<file path="config.mk">
export PLATFORM = sky130hd
export DESIGN_NAME = msb_first_bit_packer
export DESIGN_NICKNAME = d
export VERILOG_FILES = /design/src/sv/bitp_pkg.sv /design/src/sv/bitp_chunk_unit.sv /design/src/sv/bitp_out_reg.sv /design/src/sv/msb_first_bit_packer.sv
export SDC_FILE = /design/constraint.sdc
export NUM_CORES = 1
export LEC_CHECK = 0
export BUFFER_PORTS_ARGS = -buffer_cell sky130_fd_sc_hd__buf_2
export CORE_MARGIN = 1.5
export CORE_UTILIZATION = 40
export DETAILED_ROUTE_END_ITERATION = 10
export GPL_ROUTABILITY_DRIVEN = 0
export GPL_TIMING_DRIVEN = 1
export SLEW_MARGIN = 20
export SYNTH_ARGS = -nofsm -noshare
export SYNTH_HDL_FRONTEND = slang
export SYNTH_SLANG_ARGS = --single-unit
export TNS_END_PERCENT = 10
</file>
<file path="constraint.sdc">
create_clock -name clk_i -period 7.07 [get_ports clk_i]
set_input_delay 1.0605 -clock clk_i [delete_from_list [all_inputs] [get_ports clk_i]]
set_output_delay 1.0605 -clock clk_i [all_outputs]
set_load 0.05 [all_outputs]
</file>
<file path="src/sv/bitp_pkg.sv">
// ----------------------------------------------------------------------------
// bitp_pkg: shared types and constants for the MSB-first bit packer
// Command codes, field widths and the structs passed between modules.
// ----------------------------------------------------------------------------
package bitp_pkg;

  localparam int unsigned BYTE_W    = 8;
  localparam int unsigned DATA_W    = 64;
  localparam int unsigned CNT_W     = 7;
  localparam int unsigned OFF_W     = 32;
  localparam int unsigned FREE_W    = 4;
  localparam int unsigned MAX_BITS  = 64;
  localparam int unsigned MAX_BYTES = 8;

  typedef logic [1:0] cmd_t;

  localparam cmd_t CMD_WRITE_BITS = 2'd0;
  localparam cmd_t CMD_FLUSH      = 2'd1;
  localparam cmd_t CMD_APPEND     = 2'd2;

  // One output request as loaded into the output register.
  typedef struct packed {
    logic [BYTE_W-1:0] out_byte;
    logic [OFF_W-1:0]  byte_offset;
    logic              last;
  } out_req_t;

  // Result of one pass through the chunk merge unit.
  typedef struct packed {
    logic [BYTE_W-1:0] pending;
    logic [FREE_W-1:0] free;
    logic [FREE_W-1:0] take;
    logic              full;
  } chunk_res_t;

endpackage

</file>
<file path="src/sv/bitp_chunk_unit.sv">
// ----------------------------------------------------------------------------
// bitp_chunk_unit: shared shift-and-merge unit
// Takes up to one byte's worth of bits from the top of the remaining field
// and merges them, MSB first, into the free slots of the pending byte.
// ----------------------------------------------------------------------------
module bitp_chunk_unit (
  input  logic [bitp_pkg::DATA_W-1:0] data_i,
  input  logic [bitp_pkg::CNT_W-1:0]  rem_i,
  input  logic [bitp_pkg::BYTE_W-1:0] pending_i,
  input  logic [bitp_pkg::FREE_W-1:0] free_i,
  output bitp_pkg::chunk_res_t        res_o
);

  logic [bitp_pkg::FREE_W-1:0] take;
  logic [bitp_pkg::CNT_W-1:0]  sh;
  logic [bitp_pkg::DATA_W-1:0] shifted;
  logic [bitp_pkg::BYTE_W-1:0] mask;
  logic [bitp_pkg::BYTE_W-1:0] bits;
  logic [bitp_pkg::FREE_W-1:0] pos;

  always_comb begin
    // take as many bits as fit, capped by what is left
    take    = (rem_i < {3'b000, free_i}) ? rem_i[bitp_pkg::FREE_W-1:0] : free_i;
    sh      = rem_i - {3'b000, take};
    shifted = data_i >> sh;
    mask    = 8'hFF >> (bitp_pkg::FREE_W'(bitp_pkg::BYTE_W) - take);
    bits    = shifted[bitp_pkg::BYTE_W-1:0] & mask;
    pos     = free_i - take;
    res_o.pending = pending_i | (bits << pos);
    res_o.free    = pos;
    res_o.take    = take;
    res_o.full    = (pos == '0);
  end

endmodule

</file>
<file path="src/sv/bitp_out_reg.sv">
// ----------------------------------------------------------------------------
// bitp_out_reg: output holding register
// Holds one request until the receiver takes it; reports when a new one fits.
// ----------------------------------------------------------------------------
module bitp_out_reg (
  input  logic                          clk_i,
  input  logic                          rst_ni,
  input  logic                          load_i,
  input  bitp_pkg::out_req_t            req_i,
  output logic                          can_load_o,
  output logic                          out_valid_o,
  input  logic                          out_stall_i,
  output logic [bitp_pkg::BYTE_W-1:0]   out_byte_o,
  output logic [bitp_pkg::OFF_W-1:0]    byte_offset_o,
  output logic                          last_o
);

  logic               valid_q;
  logic               valid_d;
  bitp_pkg::out_req_t req_q;

  assign can_load_o = !valid_q || !out_stall_i;
  assign valid_d    = load_i ? 1'b1 : (valid_q && out_stall_i);

  always_ff @(posedge clk_i or negedge rst_ni) begin
    if (!rst_ni) begin
      valid_q <= 1'b0;
    end else begin
      valid_q <= valid_d;
    end
  end

  always_ff @(posedge clk_i) begin
    if (load_i) begin
      req_q <= req_i;
    end
  end

  assign out_valid_o   = valid_q;
  assign out_byte_o    = req_q.out_byte;
  assign byte_offset_o = req_q.byte_offset;
  assign last_o        = req_q.last;

endmodule

</file>
<file path="src/sv/msb_first_bit_packer.sv">
// ----------------------------------------------------------------------------
// msb_first_bit_packer: MSB-first bit-stream writer emitting a byte stream
//
// Input channel (in_valid_i / in_stall_o) carries one command per request:
// write_bits packs the low count_i bits (saturated to 64) of data_value_i,
// MSB first, into the pending byte; flush emits a partly filled byte padded
// with zeros; append_bytes flushes, then emits the low count_i bytes
// (clamped to 8) of data_value_i, least significant byte first.
// Output channel (out_valid_o / out_stall_i) carries one byte per request with
// its 32-bit wrapping stream offset; last_o marks the final byte of a command.
//
// Operation: a command is taken while idle, then a sequencer drives
// the shared chunk unit or the byte path, one step per cycle unless the
// output is stalled, for at most nine steps, where steps is the number
// of byte-sized chunks (ceil of (pending + count) / 8) for write_bits, the
// byte count plus one if bits are pending for append_bytes, and one for a
// flush with bits pending. in_stall_o is high while steps remain. A stalled
// receiver holds the output register and freezes the sequencer until the
// byte is taken. Reset clears the pending byte and the stream offset and
// leaves the block idle.
// ----------------------------------------------------------------------------
module msb_first_bit_packer (
  input  logic                          clk_i,
  input  logic                          rst_ni,
  input  logic                          in_valid_i,
  output logic                          in_stall_o,
  input  logic [1:0]                    command_i,
  input  logic [bitp_pkg::DATA_W-1:0]   data_value_i,
  input  logic [bitp_pkg::CNT_W-1:0]    count_i,
  output logic                          out_valid_o,
  input  logic                          out_stall_i,
  output logic [bitp_pkg::BYTE_W-1:0]   out_byte_o,
  output logic [bitp_pkg::OFF_W-1:0]    byte_offset_o,
  output logic                          last_o
);

  typedef enum logic [3:0] {
    ST_IDLE  = 4'b0001,
    ST_BITS  = 4'b0010,
    ST_FLUSH = 4'b0100,
    ST_BYTES = 4'b1000
  } state_e;

  state_e                       state_q, state_d;
  logic [bitp_pkg::DATA_W-1:0]  data_q, data_d;
  logic [bitp_pkg::CNT_W-1:0]   rem_q, rem_d;
  logic [bitp_pkg::FREE_W-1:0]  bcnt_q, bcnt_d;
  logic                         append_q, append_d;
  logic [bitp_pkg::BYTE_W-1:0]  pend_q, pend_d;
  logic [bitp_pkg::FREE_W-1:0]  free_q, free_d;
  logic [bitp_pkg::OFF_W-1:0]   off_q, off_d;

  logic                         accept;
  logic                         can_load;
  logic                         emit;
  bitp_pkg::out_req_t           req;
  bitp_pkg::chunk_res_t         chunk;
  logic [bitp_pkg::CNT_W-1:0]   cnt_sat;
  logic [bitp_pkg::FREE_W-1:0]  bcnt_in;
  logic [bitp_pkg::CNT_W-1:0]   rem_left;
  logic                         has_pending;

  assign in_stall_o  = (state_q != ST_IDLE);
  assign accept      = in_valid_i && !in_stall_o;
  assign has_pending = (free_q != bitp_pkg::FREE_W'(bitp_pkg::BYTE_W));

  // Saturate the bit count and clamp the byte count.
  assign cnt_sat = (count_i > bitp_pkg::CNT_W'(bitp_pkg::MAX_BITS)) ?
                   bitp_pkg::CNT_W'(bitp_pkg::MAX_BITS) : count_i;
  assign bcnt_in = (count_i > bitp_pkg::CNT_W'(bitp_pkg::MAX_BYTES)) ?
                   bitp_pkg::FREE_W'(bitp_pkg::MAX_BYTES) :
                   count_i[bitp_pkg::FREE_W-1:0];

  bitp_chunk_unit u_chunk (
    .data_i    (data_q),
    .rem_i     (rem_q),
    .pending_i (pend_q),
    .free_i    (free_q),
    .res_o     (chunk)
  );

  assign rem_left = rem_q - {3'b000, chunk.take};

  always_comb begin
    state_d  = state_q;
    data_d   = data_q;
    rem_d    = rem_q;
    bcnt_d   = bcnt_q;
    append_d = append_q;
    pend_d   = pend_q;
    free_d   = free_q;
    off_d    = off_q;
    emit     = 1'b0;
    req.out_byte    = pend_q;
    req.byte_offset = off_q;
    req.last        = 1'b0;

    unique case (state_q)
      ST_IDLE: begin
        if (accept) begin
          data_d   = data_value_i;
          rem_d    = cnt_sat;
          bcnt_d   = bcnt_in;
          append_d = (command_i == bitp_pkg::CMD_APPEND);
          case (command_i)
            bitp_pkg::CMD_WRITE_BITS: begin
              if (cnt_sat != '0) state_d = ST_BITS;
            end
            bitp_pkg::CMD_FLUSH: begin
              if (has_pending) state_d = ST_FLUSH;
            end
            bitp_pkg::CMD_APPEND: begin
              if (has_pending)          state_d = ST_FLUSH;
              else if (bcnt_in != '0)   state_d = ST_BYTES;
            end
            default: ;  // unused code: drop
          endcase
        end
      end
      ST_BITS: begin
        if (can_load) begin
          rem_d = rem_left;
          if (chunk.full) begin
            // byte complete: emit it and start an empty one
            emit   = 1'b1;
            req.out_byte = chunk.pending;
            // a later byte needs eight more bits
            req.last = (rem_left < bitp_pkg::CNT_W'(bitp_pkg::BYTE_W));
            pend_d = '0;
            free_d = bitp_pkg::FREE_W'(bitp_pkg::BYTE_W);
          end else begin
            pend_d = chunk.pending;
            free_d = chunk.free;
          end
          if (rem_left == '0) state_d = ST_IDLE;
        end
      end
      ST_FLUSH: begin
        if (can_load) begin
          emit     = 1'b1;
          req.out_byte = pend_q;
          req.last = !(append_q && (bcnt_q != '0));
          pend_d   = '0;
          free_d   = bitp_pkg::FREE_W'(bitp_pkg::BYTE_W);
          state_d  = (append_q && (bcnt_q != '0)) ? ST_BYTES : ST_IDLE;
        end
      end
      ST_BYTES: begin
        if (can_load) begin
          emit     = 1'b1;
          req.out_byte = data_q[bitp_pkg::BYTE_W-1:0];
          req.last = (bcnt_q == bitp_pkg::FREE_W'(1));
          data_d   = data_q >> bitp_pkg::BYTE_W;
          bcnt_d   = bcnt_q - bitp_pkg::FREE_W'(1);
          if (bcnt_q == bitp_pkg::FREE_W'(1)) state_d = ST_IDLE;
        end
      end
      default: state_d = ST_IDLE;
    endcase

    // advance the stream offset on every emitted byte
    if (emit) off_d = off_q + bitp_pkg::OFF_W'(1);
  end

  always_ff @(posedge clk_i or negedge rst_ni) begin
    if (!rst_ni) begin
      state_q <= ST_IDLE;
      pend_q  <= '0;
      free_q  <= bitp_pkg::FREE_W'(bitp_pkg::BYTE_W);
      off_q   <= '0;
    end else begin
      state_q <= state_d;
      pend_q  <= pend_d;
      free_q  <= free_d;
      off_q   <= off_d;
    end
  end

  // Operand registers: only meaningful while a command is in progress.
  always_ff @(posedge clk_i) begin
    data_q   <= data_d;
    rem_q    <= rem_d;
    bcnt_q   <= bcnt_d;
    append_q <= append_d;
  end

  bitp_out_reg u_out (
    .clk_i         (clk_i),
    .rst_ni        (rst_ni),
    .load_i        (emit),
    .req_i         (req),
    .can_load_o    (can_load),
    .out_valid_o   (out_valid_o),
    .out_stall_i   (out_stall_i),
    .out_byte_o    (out_byte_o),
    .byte_offset_o (byte_offset_o),
    .last_o        (last_o)
  );

endmodule

</file>
==> results of run 1 <==
==> stage by stage <==
stage | setup slack [ns] | util, % | instance area (um2) | hold slack [ns]
3_5_place_dp | 1.00 | 44.3 | 12000 | 0.432
4_1_cts | 0.986 | 46.6 | 12700 | 0.457
5_1_grt | 0.549 | 46.6 | 12700 | 0.477
2_1_floorplan | 1.58 | - | 11100 | 0.425
3_3_place_gp | 1.13 | 44.3 | 12000 | 0.430
6_report | 0.893 | 46.6 | 12700 | 0.456
==> registers in the layout (all words and copies together), names as in the netlist, 4 cells and up <==
| signal | count |
|---|---|
| bcnt_q | 4 |
| off_q | 32 |
| data_q | 64 |
| pend_q | 8 |
| u_out.out_byte_o | 8 |
| state_q | 4 |
| free_q | 4 |
| rem_q | 7 |
| u_out.byte_offset_o | 32 |
==> per-layer routing <==
metal  vias up  wire length [um]
met5         -                 0
met4         0               574
met3        46              2230
met2       441             13300
met1      4431             15100
li1       4399                 -
==> worst paths after layout <==
check / startpoint / to / slack (ns) / cells past startpoint
setup / recovery: free_q[2]$_DFFE_PN0P_ / u_out.out_byte_o[5]$_DFFE_PP_ / 0.89 / 19
hold / removal: off_q[30]$_DFFE_PN0P_ / u_out.byte_offset_o[30]$_DFFE_PP_ / 0.46 / 0
setup reg to reg: free_q[2]$_DFFE_PN0P_ / u_out.out_byte_o[5]$_DFFE_PP_ / 0.89 / 19
hold reg to reg: off_q[30]$_DFFE_PN0P_ / u_out.byte_offset_o[30]$_DFFE_PP_ / 0.46 / 0
max in group asynchronous: rst_ni / off_q[16]$_DFFE_PN0P_ / 5.88 / 2
min in group asynchronous: rst_ni / off_q[29]$_DFFE_PN0P_ / 0.74 / 2
==> layout make-up <==
cell class                      count  area (um2)  area share [%]
Timing Repair Buffer              135         728            5.75
Sequential cell                   166        4740            37.4
Clock buffer                       18         450            3.56
Inverter                           32         120           0.949
Multi-Input combinational cell    898        5980            47.2
Clock inverter                     14         180            1.42
Tap cell                          372         465            3.68
==> worst register-to-register path, cell delays in order (launching register included) <==
cell and delay, ns:
dfrtp_1 0.49, inv_1 0.16, ha_1 0.36, a21o_1 0.21, a31o_1 0.33, a21oi_2 0.39
nor2_1 0.08, a21o_1 0.23, ha_2 0.22, fa_4 0.96, buf_4 0.31, mux2_2 0.38
o21ai_0 0.35, nor3_2 0.08, a211oi_2 0.30, a2111oi_4 0.10, nor4_2 0.47, nor3_1 0.16
mux2i_1 0.24, o21ai_1 0.09
==> cells in the final DEF, fill, tap and decap left out, types with 6 or more instances in the layout <==
cell type,n
a211oi_1,18
a21o_1,7
a21oi_1,50
and2_1,8
and3_1,14
buf_2,119
buf_4,15
clkbuf_16,18
dfrtp_1,47
edfxtp_1,117
ha_1,19
inv_1,30
mux2_2,24
mux2i_1,63
mux4_2,14
nand2_1,271
nand3_1,32
nand3b_1,9
nand4_1,11
nor2_1,56
nor2b_1,20
nor3_1,24
nor4_1,7
o21a_1,7
o21ai_0,67
o31ai_1,6
xnor2_1,26
xor2_1,13
==> kinds of logic after synthesis <==
family | count (synthesis)
adder cells (fa/ha/maj) | 23
flip-flops | 166
AO/OA/AOI/OAI | 239
buffers and inverters | 97
multiplexers | 103
XOR/XNOR | 40
AND/OR/NAND/NOR | 493
==> results.sh, run 1 <==
export IMPL_outcome="finished clean"
export IMPL_area_delta_synth_final_pct=13.7
export IMPL_ys_flop_type="edfxtp_1"
export IMPL_cts_resized=0
export IMPL_insertion_delay_ns=0.44
export IMPL_worstPathArrival_ns=6.34
export IMPL_num_rows=60
export IMPL_cp_num_buf_inv=2
export IMPL_yosysWarnings=0
export IMPL_cts_hold_buf=0
export IMPL_path_common_cell="a21o_1"
export IMPL_crit_slowest_cell="fa_4"
export IMPL_die_y_um=170
export IMPL_synth_cell_type_count=99
export IMPL_synth_seq_cells=166
export IMPL_fin_crit_ns=6.18
export IMPL_antenna_found_initial=0
export IMPL_finalSetupTns_ns=0
export IMPL_crit_fanout=18
export IMPL_cts_root_buffer="clkbuf_16"
export IMPL_hold_viol=0
export IMPL_drtAntennaViolNets=0
export IMPL_use_met1_pct=33.8
export IMPL_cts_tree="yes"
export IMPL_grt_pass1_vias=8795
export IMPL_crit_path_start_kind="flop"
export IMPL_cts_setup_buffers=0
export IMPL_yosys_area_top_type="edfxtp_1"
export IMPL_maxClockFrequency_ghz=0.162
export IMPL_end_kind="flop"
export IMPL_numCtsBuffers=17
export IMPL_synth_top_family_by_area="simple AND/OR/NAND/NOR gates"
export IMPL_yosys_top_cells_count="nand2_1, edfxtp_1, o21ai_0"
export IMPL_clk_pin_slew_ns=0.08
export IMPL_num_io_pins=120
export IMPL_critPathKind="flop to flop"
export IMPL_synth_xor_area_share_pct=3.31
export IMPL_synth_simple_area_share_pct=20.9
export IMPL_grt_busiest_layer="met1"
export IMPL_grt_use_total_pct=22.1
export IMPL_synth_top_area_share_pct=31.5
export IMPL_rsz0062_at_grt="no"
export IMPL_synth_adder_area_share_pct=2.78
export IMPL_clock_skew_ns=0.0278
export IMPL_dieArea_um2=28900
export IMPL_grt_overflow_total=0
export IMPL_synthMuxAreaShare_pct=11.2
export IMPL_die_w_um=170
export IMPL_cpPeakStageDelay_ns=0.96
export IMPL_synth_area_top_cells="edfxtp_1, dfrtp_1, nand2_1"
export IMPL_cp_data_required_time_ns=7.24
export IMPL_synth_edf_count=117
export IMPL_firstDrtPassIters=8
export IMPL_cp_top_family="compound AO/OA/AOI/OAI gates"
export IMPL_synth_most_common_cell="nand2_1"
export IMPL_avgRoutedWirePerCell_um=19.1
export IMPL_grt_max_degree=71
export IMPL_num_vias=9317
export IMPL_wl_mm=31.3
export IMPL_h_tree_depth=4
export IMPL_drc=0
export IMPL_diodes=0
export IMPL_dpl_hpwl_mm=22.9
export IMPL_core_area_um2=27200
export IMPL_seq_area_frac_synth_pct=42.6
export IMPL_vias_per_cell=5.70
export IMPL_slew_violations=0
export IMPL_ys_async_sr_fraction_pct=29.5
export IMPL_tightest_slew_ns=0.932
export IMPL_crit_chain="inv_1, ha_1, a21o_1, a31o_1, a21oi_2, nor2_1, a21o_1, ha_2, fa_4, buf_4, mux2_2, o21ai_0, nor3_2, a211oi_2, a2111oi_4, nor4_2, nor3_1, mux2i_1, o21ai_1"
export IMPL_synth_fp_nets=1261
export IMPL_grt_pass1_wl_mm=49.4
export IMPL_hold_class="flop to flop"
export IMPL_synth_compound_area_share_pct=15.3
export IMPL_placed_cells=1603
export IMPL_final_setup_viol_count=0
export IMPL_cts_sinks=166
export IMPL_syn_area_um2=11100
export IMPL_drive_gt1_share_pct=20.6
export IMPL_port_buffers=119
export IMPL_relSlewSlack_pct=37.4
export IMPL_start_util_pct=41.0
export IMPL_fin_crit_sh_pct=87.4
export IMPL_syn_avg_cell_area_um2=9.60
export IMPL_met2_usage_pct=32.4
export IMPL_gr_usage_met3_pct=3.63
export IMPL_syn_inst=1161
export IMPL_n_fill_cell=2666
export IMPL_detail_route_iter0_violations=1143
export IMPL_clockBufferDepth=2
export IMPL_maxCapViolations=0
export IMPL_final_nets=1350
export IMPL_instances_no_fill=1635
Power of run 1 is not shown: default switching activity piles up to over one toggle a cycle in this logic, so the estimate is an artifact.
==> run 2: changes to the inputs <==
- CORE_MARGIN: 1.5 -> 10
- HOLD_SLACK_MARGIN: unset -> 0.03
- SYNTH_HIERARCHICAL: unset -> 1
==> run 2 against run 1 <==
Utilization down 0.27 points. Die area rose by 19%. Fmax is 5.3% lower. Final area shrank 1.4%. Clock-buffer cell count did not move. Final cell count is 2.0% higher. Via count shrank 0.43%.
==> results.sh, run 2 <==
export IMPL_outcome="finished clean"
export IMPL_synth_area_top_cells="edfxtp_1, nand2_1, dfrtp_1"
export IMPL_seq_area_frac_synth_pct=43.2
export IMPL_syn_area_um2=11000
export IMPL_cts_resized=0
export IMPL_numCtsBuffers=17
export IMPL_yosysWarnings=6
export IMPL_cts_root_buffer="clkbuf_16"
export IMPL_clock_skew_ns=0.0178
export IMPL_r2r_start="free_q[1]$_DFFE_PN0P_"
export IMPL_grt_overflow_total=0
export IMPL_h_tree_depth=4
export IMPL_end_kind="flop"
export IMPL_drc=0
export IMPL_slew_violations=0
export IMPL_clockBufferDepth=2
export IMPL_grt_max_degree=73
export IMPL_yosys_top_cells_count="nand2_1, edfxtp_1, nor2_1"
export IMPL_area_delta_synth_final_pct=13.7
export IMPL_dieArea_um2=34500
export IMPL_finalSetupTns_ns=0
export IMPL_die_y_um=186
export IMPL_hold_viol=0
export IMPL_cts_sinks=166
export IMPL_layout_setup_ws_ns=0.546
export IMPL_antenna_found_initial=0
export IMPL_grt_pass1_wl_mm=50.1
export IMPL_grt_busiest_layer="met2"
export IMPL_fin_crit_ns=6.52
export IMPL_dpl_hpwl_mm=23.3
export IMPL_final_setup_viol_count=0
export IMPL_holdPathEnd="u_out/byte_offset_o[7]$_DFFE_PP_"
export IMPL_grt_use_total_pct=18.3
export IMPL_largest_register_ffs=64
export IMPL_avgRoutedWirePerCell_um=18.8
export IMPL_num_io_pins=120
export IMPL_ys_async_sr_fraction_pct=29.5
export IMPL_whs_path_depth=0
export IMPL_cts_tree="yes"
export IMPL_met2_usage_pct=29.4
export IMPL_gr_usage_met3_pct=3.20
export IMPL_whs_ns=0.480
export IMPL_cts_setup_buffers=0
export IMPL_n_fill_cell=2553
export IMPL_final_cell_mix="nand2_1, buf_2, edfxtp_1, nor2_1, mux2i_1"
export IMPL_syn_avg_cell_area_um2=8.96
export IMPL_synth_seq_cells=166
export IMPL_die_w_um=186
export IMPL_r2r_setup_slack_ns=0.55
export IMPL_final_nets=1412
export IMPL_grt_pass1_vias=9134
export IMPL_reg2regPathDepth=22
export IMPL_synth_top_area_share_pct=32.0
export IMPL_drtAntennaViolNets=0
export IMPL_maxCapViolations=0
export IMPL_worstPathArrival_ns=6.87
export IMPL_critPathKind="flop to flop"
export IMPL_synth_cell_type_count=86
export IMPL_clk_pin_slew_ns=0.08
export IMPL_syn_inst=1225
export IMPL_diodes=0
export IMPL_num_rows=60
export IMPL_maxClockFrequency_ghz=0.153
export IMPL_use_met1_pct=25.1
export IMPL_crit_fanout=20
export IMPL_port_buffers=119
export IMPL_num_vias=9277
export IMPL_synth_fp_nets=1324
export IMPL_cts_hold_buf=0
export IMPL_top_register="data_q"
export IMPL_insertion_delay_ns=0.45
export IMPL_drive_gt1_share_pct=18.3
export IMPL_r2r_end="pend_q[3]$_DFFE_PN0P_"
export IMPL_vias_per_cell=5.57
export IMPL_synth_most_common_cell="nand2_1"
export IMPL_synth_edf_count=117
export IMPL_place_ws_ns=0.458
export IMPL_relSlewSlack_pct=30.1
export IMPL_ys_flop_type="edfxtp_1"
export IMPL_detail_route_iter0_violations=981
export IMPL_start_util_pct=40.7
export IMPL_mostFrequentLayoutCell="nand2_1"
export IMPL_crit_path_start_kind="flop"
export IMPL_min_delay_start="off_q[7]$_DFFE_PN0P_"
export IMPL_wl_mm=31.3
export IMPL_fin_crit_sh_pct=92.3
export IMPL_firstDrtPassIters=7
export IMPL_tightest_slew_ns=1.03
export IMPL_hold_class="flop to flop"
export IMPL_core_area_um2=27000
export IMPL_cp_data_required_time_ns=7.42
export IMPL_rsz0062_at_grt="no"
export IMPL_yosys_area_top_type="edfxtp_1"
run 2: how the worst max path moves through the flow:
| stage | from | endpoint | slack, ns | depth (start not counted) |
|---|---|---|---|---|
| after floorplan | free_q[3]$_DFFE_PN1P_ | u_out/out_byte_o[5]$_DFFE_PP_ | 0.88 | 25 |
| after global placement | free_q[1]$_DFFE_PN0P_ | pend_q[3]$_DFFE_PN0P_ | 0.80 | 22 |
| after detailed placement | free_q[1]$_DFFE_PN0P_ | pend_q[3]$_DFFE_PN0P_ | 0.46 | 22 |
| after CTS | free_q[1]$_DFFE_PN0P_ | pend_q[3]$_DFFE_PN0P_ | 0.47 | 22 |
| after global routing | free_q[1]$_DFFE_PN0P_ | pend_q[3]$_DFFE_PN0P_ | 0.02 | 22 |
| final | free_q[1]$_DFFE_PN0P_ | pend_q[3]$_DFFE_PN0P_ | 0.55 | 22 |
run 2: cell type report:
class                   count  area (um2)  area share (%)
repair buffers            144         783            6.27
well taps                 341         427            3.42
multi-input cells         948        5760            46.2
clock buffers              18         450            3.61
inverters                  36         135            1.08
flip-flops and latches    166        4740            38.0
clock inverters            14         185            1.48
run 2: cell families after synthesis:
group	Yosys count	synth area share (%)
AOI/OAI and AO/OA	207	12.5
xor gates and xnor gates	43	3.43
adders and majority gates	23	2.68
buffers and inverters	111	4.65
DFF	166	43.2
muxes	101	10.1
and+or+nand+nor	574	23.4
run 2: stage by stage:
step           instance area (um2)  utilization [%]  std cells
2_1_floorplan                11000                -       1225
3_3_place_gp                 11800             43.9       1635
3_5_place_dp                 11800             43.9       1635
4_1_cts                      12500             46.3       1667
5_1_grt                      12500             46.3       1667
6_report                     12500             46.3       1667
run 2: per-layer routing:
layer,share of wire (%),wire (um)
met1,47,14600
met2,47,14800
met3,5.0,1580
met4,1.1,340
met5,0,0
run 2: critical path, stage by stage (launching register included):
cell and delay [ns]:
dfrtp_1 0.48, inv_2 0.14, ha_1 0.30, nand2_1 0.06, o21ai_0 0.50, a21oi_1 0.28
o21ai_0 0.53, ha_2 0.35, inv_1 0.11, maj3_2 0.32, a21oi_1 0.43, a31o_4 0.28
or2_1 0.63, buf_4 0.31, a211oi_1 0.06, a311oi_1 0.24, a311o_1 0.20, nand4_1 0.17
o22a_1 0.27, mux2_4 0.29, o31ai_2 0.21, nand2_1 0.07, o21ai_0 0.20
Power of run 2 is left out for the same reason.
==> run 3: changes to the inputs <==
- CORE_ASPECT_RATIO: unset -> 0.75
==> run 3 against run 2 <==
Final cell count grew 0.18%. Fmax grew 3.0%. Sequential share of layout area grew 0.14 points. Wire length grew 0.80%.
==> results.sh, run 3 (synthesis results as in run 2) <==
export IMPL_outcome="finished clean"
export IMPL_cp_top_family="compound AO/OA/AOI/OAI gates"
export IMPL_port_buffers=119
export IMPL_hold_class="flop to flop"
export IMPL_clockBufferDepth=2
export IMPL_die_w_um=211
export IMPL_grt_pass1_wl_mm=49.6
export IMPL_rsz0062_at_grt="no"
export IMPL_final_setup_viol_count=0
export IMPL_dieArea_um2=34600
export IMPL_path_common_cell="o21ai_0"
export IMPL_grt_overflow_total=0
export IMPL_cts_tree="yes"
export IMPL_critPathKind="flop to flop"
export IMPL_slew_violations=0
export IMPL_cts_root_buffer="clkbuf_16"
export IMPL_cpPeakStageDelay_ns=0.59
export IMPL_cts_sinks=166
export IMPL_num_rows=52
export IMPL_end_kind="flop"
export IMPL_grt_pass1_vias=8749
export IMPL_final_nets=1405
export IMPL_num_vias=9285
export IMPL_clock_skew_ns=0.0138
export IMPL_worstPathArrival_ns=6.51
export IMPL_num_io_pins=120
export IMPL_insertion_delay_ns=0.44
export IMPL_grt_use_total_pct=18.0
export IMPL_maxCapViolations=0
export IMPL_h_tree_depth=4
export IMPL_relSlewSlack_pct=25.1
export IMPL_cp_num_buf_inv=2
export IMPL_finalSetupTns_ns=0
export IMPL_start_util_pct=40.7
export IMPL_cp_data_required_time_ns=7.25
export IMPL_n_fill_cell=2530
export IMPL_detail_route_iter0_violations=991
export IMPL_drive_gt1_share_pct=17.8
export IMPL_crit_slowest_cell="edfxtp_1"
export IMPL_area_delta_synth_final_pct=13.3
export IMPL_diodes=0
export IMPL_dpl_hpwl_mm=23.2
export IMPL_cts_hold_buf=0
export IMPL_avgRoutedWirePerCell_um=18.9
export IMPL_final_cell_mix="nand2_1, buf_2, edfxtp_1, nor2_1, mux2i_1"
export IMPL_vias_per_cell=5.56
export IMPL_antenna_found_initial=0
export IMPL_grt_max_degree=65
export IMPL_fin_crit_sh_pct=89.6
export IMPL_top_register="data_q"
export IMPL_firstDrtPassIters=5
export IMPL_numCtsBuffers=17
export IMPL_wl_mm=31.6
export IMPL_drc=0
export IMPL_crit_path_start_kind="flop"
export IMPL_largest_register_ffs=64
export IMPL_tightest_slew_ns=1.12
export IMPL_maxClockFrequency_ghz=0.158
export IMPL_mostFrequentLayoutCell="nand2_1"
export IMPL_clk_pin_slew_ns=0.08
export IMPL_crit_chain="ha_1, nand2_1, o21ai_0, a21oi_1, o21ai_0, ha_2, inv_1, maj3_2, a21oi_1, a211oi_2, or2_1, buf_4, o211ai_1, o21ai_0, a221o_1, o21ai_1, o22a_1, o32ai_1, a211o_1, a22oi_1, nand2_1"
export IMPL_core_area_um2=27000
export IMPL_hold_viol=0
export IMPL_cts_setup_buffers=0
export IMPL_die_y_um=163
export IMPL_crit_fanout=24
export IMPL_fin_crit_ns=6.33
export IMPL_drtAntennaViolNets=0
export IMPL_cts_resized=0
[run 3: cell count changes in the layout (fill, tap and decap cells not counted), sizes merged]
| cell | change |
|---|---|
| clkinvlp | +1 |
| buf | -7 |
| inv | -1 |
| clkbuf | -1 |
| clkinv | +1 |
[run 3: per-layer routing]
metal  global-route usage [%]  vias to the layer above  part of all wire, %  routed length (um)
met5                        0                        -                    0                   0
met4                     3.85                        0                  1.1                 359
met3                     4.58                       26                  6.6                2090
met2                     25.8                      335                   43               13600
met1                     26.6                     4419                   49               15500
li1                         -                     4505                    -                   -
[run 3: through the flow]
stage | hold slack, ns | instances | area (um2) | worst slack (ns) | utilization, %
6_report | 0.471 | 1670 | 12400 | 0.737 | 46.1
2_1_floorplan | 0.423 | 1225 | 11000 | 0.876 | -
5_1_grt | 0.507 | 1670 | 12400 | 0.219 | 46.1
4_1_cts | 0.474 | 1670 | 12400 | 0.826 | 46.1
3_3_place_gp | 0.443 | 1638 | 11800 | 1.18 | 43.8
3_5_place_dp | 0.452 | 1638 | 11800 | 0.853 | 43.8
[run 3: final timing paths]
check	from	end	slack, ns	cells after the start
min in group asynchronous	rst_ni	off_q[6]$_DFFE_PN0P_	0.72	2
setup reg to reg	rem_q[1]$_DFFE_PP_	u_out/out_byte_o[5]$_DFFE_PP_	0.74	21
hold / removal	off_q[7]$_DFFE_PN0P_	u_out/byte_offset_o[7]$_DFFE_PP_	0.47	0
max in group asynchronous	rst_ni	pend_q[5]$_DFFE_PN0P_	5.90	2
setup / recovery	rem_q[1]$_DFFE_PP_	u_out/out_byte_o[5]$_DFFE_PP_	0.74	21
hold reg to reg	off_q[7]$_DFFE_PN0P_	u_out/byte_offset_o[7]$_DFFE_PP_	0.47	0
[run 3: cell type report]
class / instances / area (um2) / area share [%]
Multi-Input combinational cell: 948 / 5760 / 46.3
Clock inverter: 15 / 198 / 1.59
Timing Repair Buffer: 137 / 743 / 5.97
Tap cell: 351 / 439 / 3.53
Clock buffer: 17 / 425 / 3.42
Inverter: 36 / 135 / 1.09
Sequential cell: 166 / 4740 / 38.1
Power of run 3 is left out for the same reason.
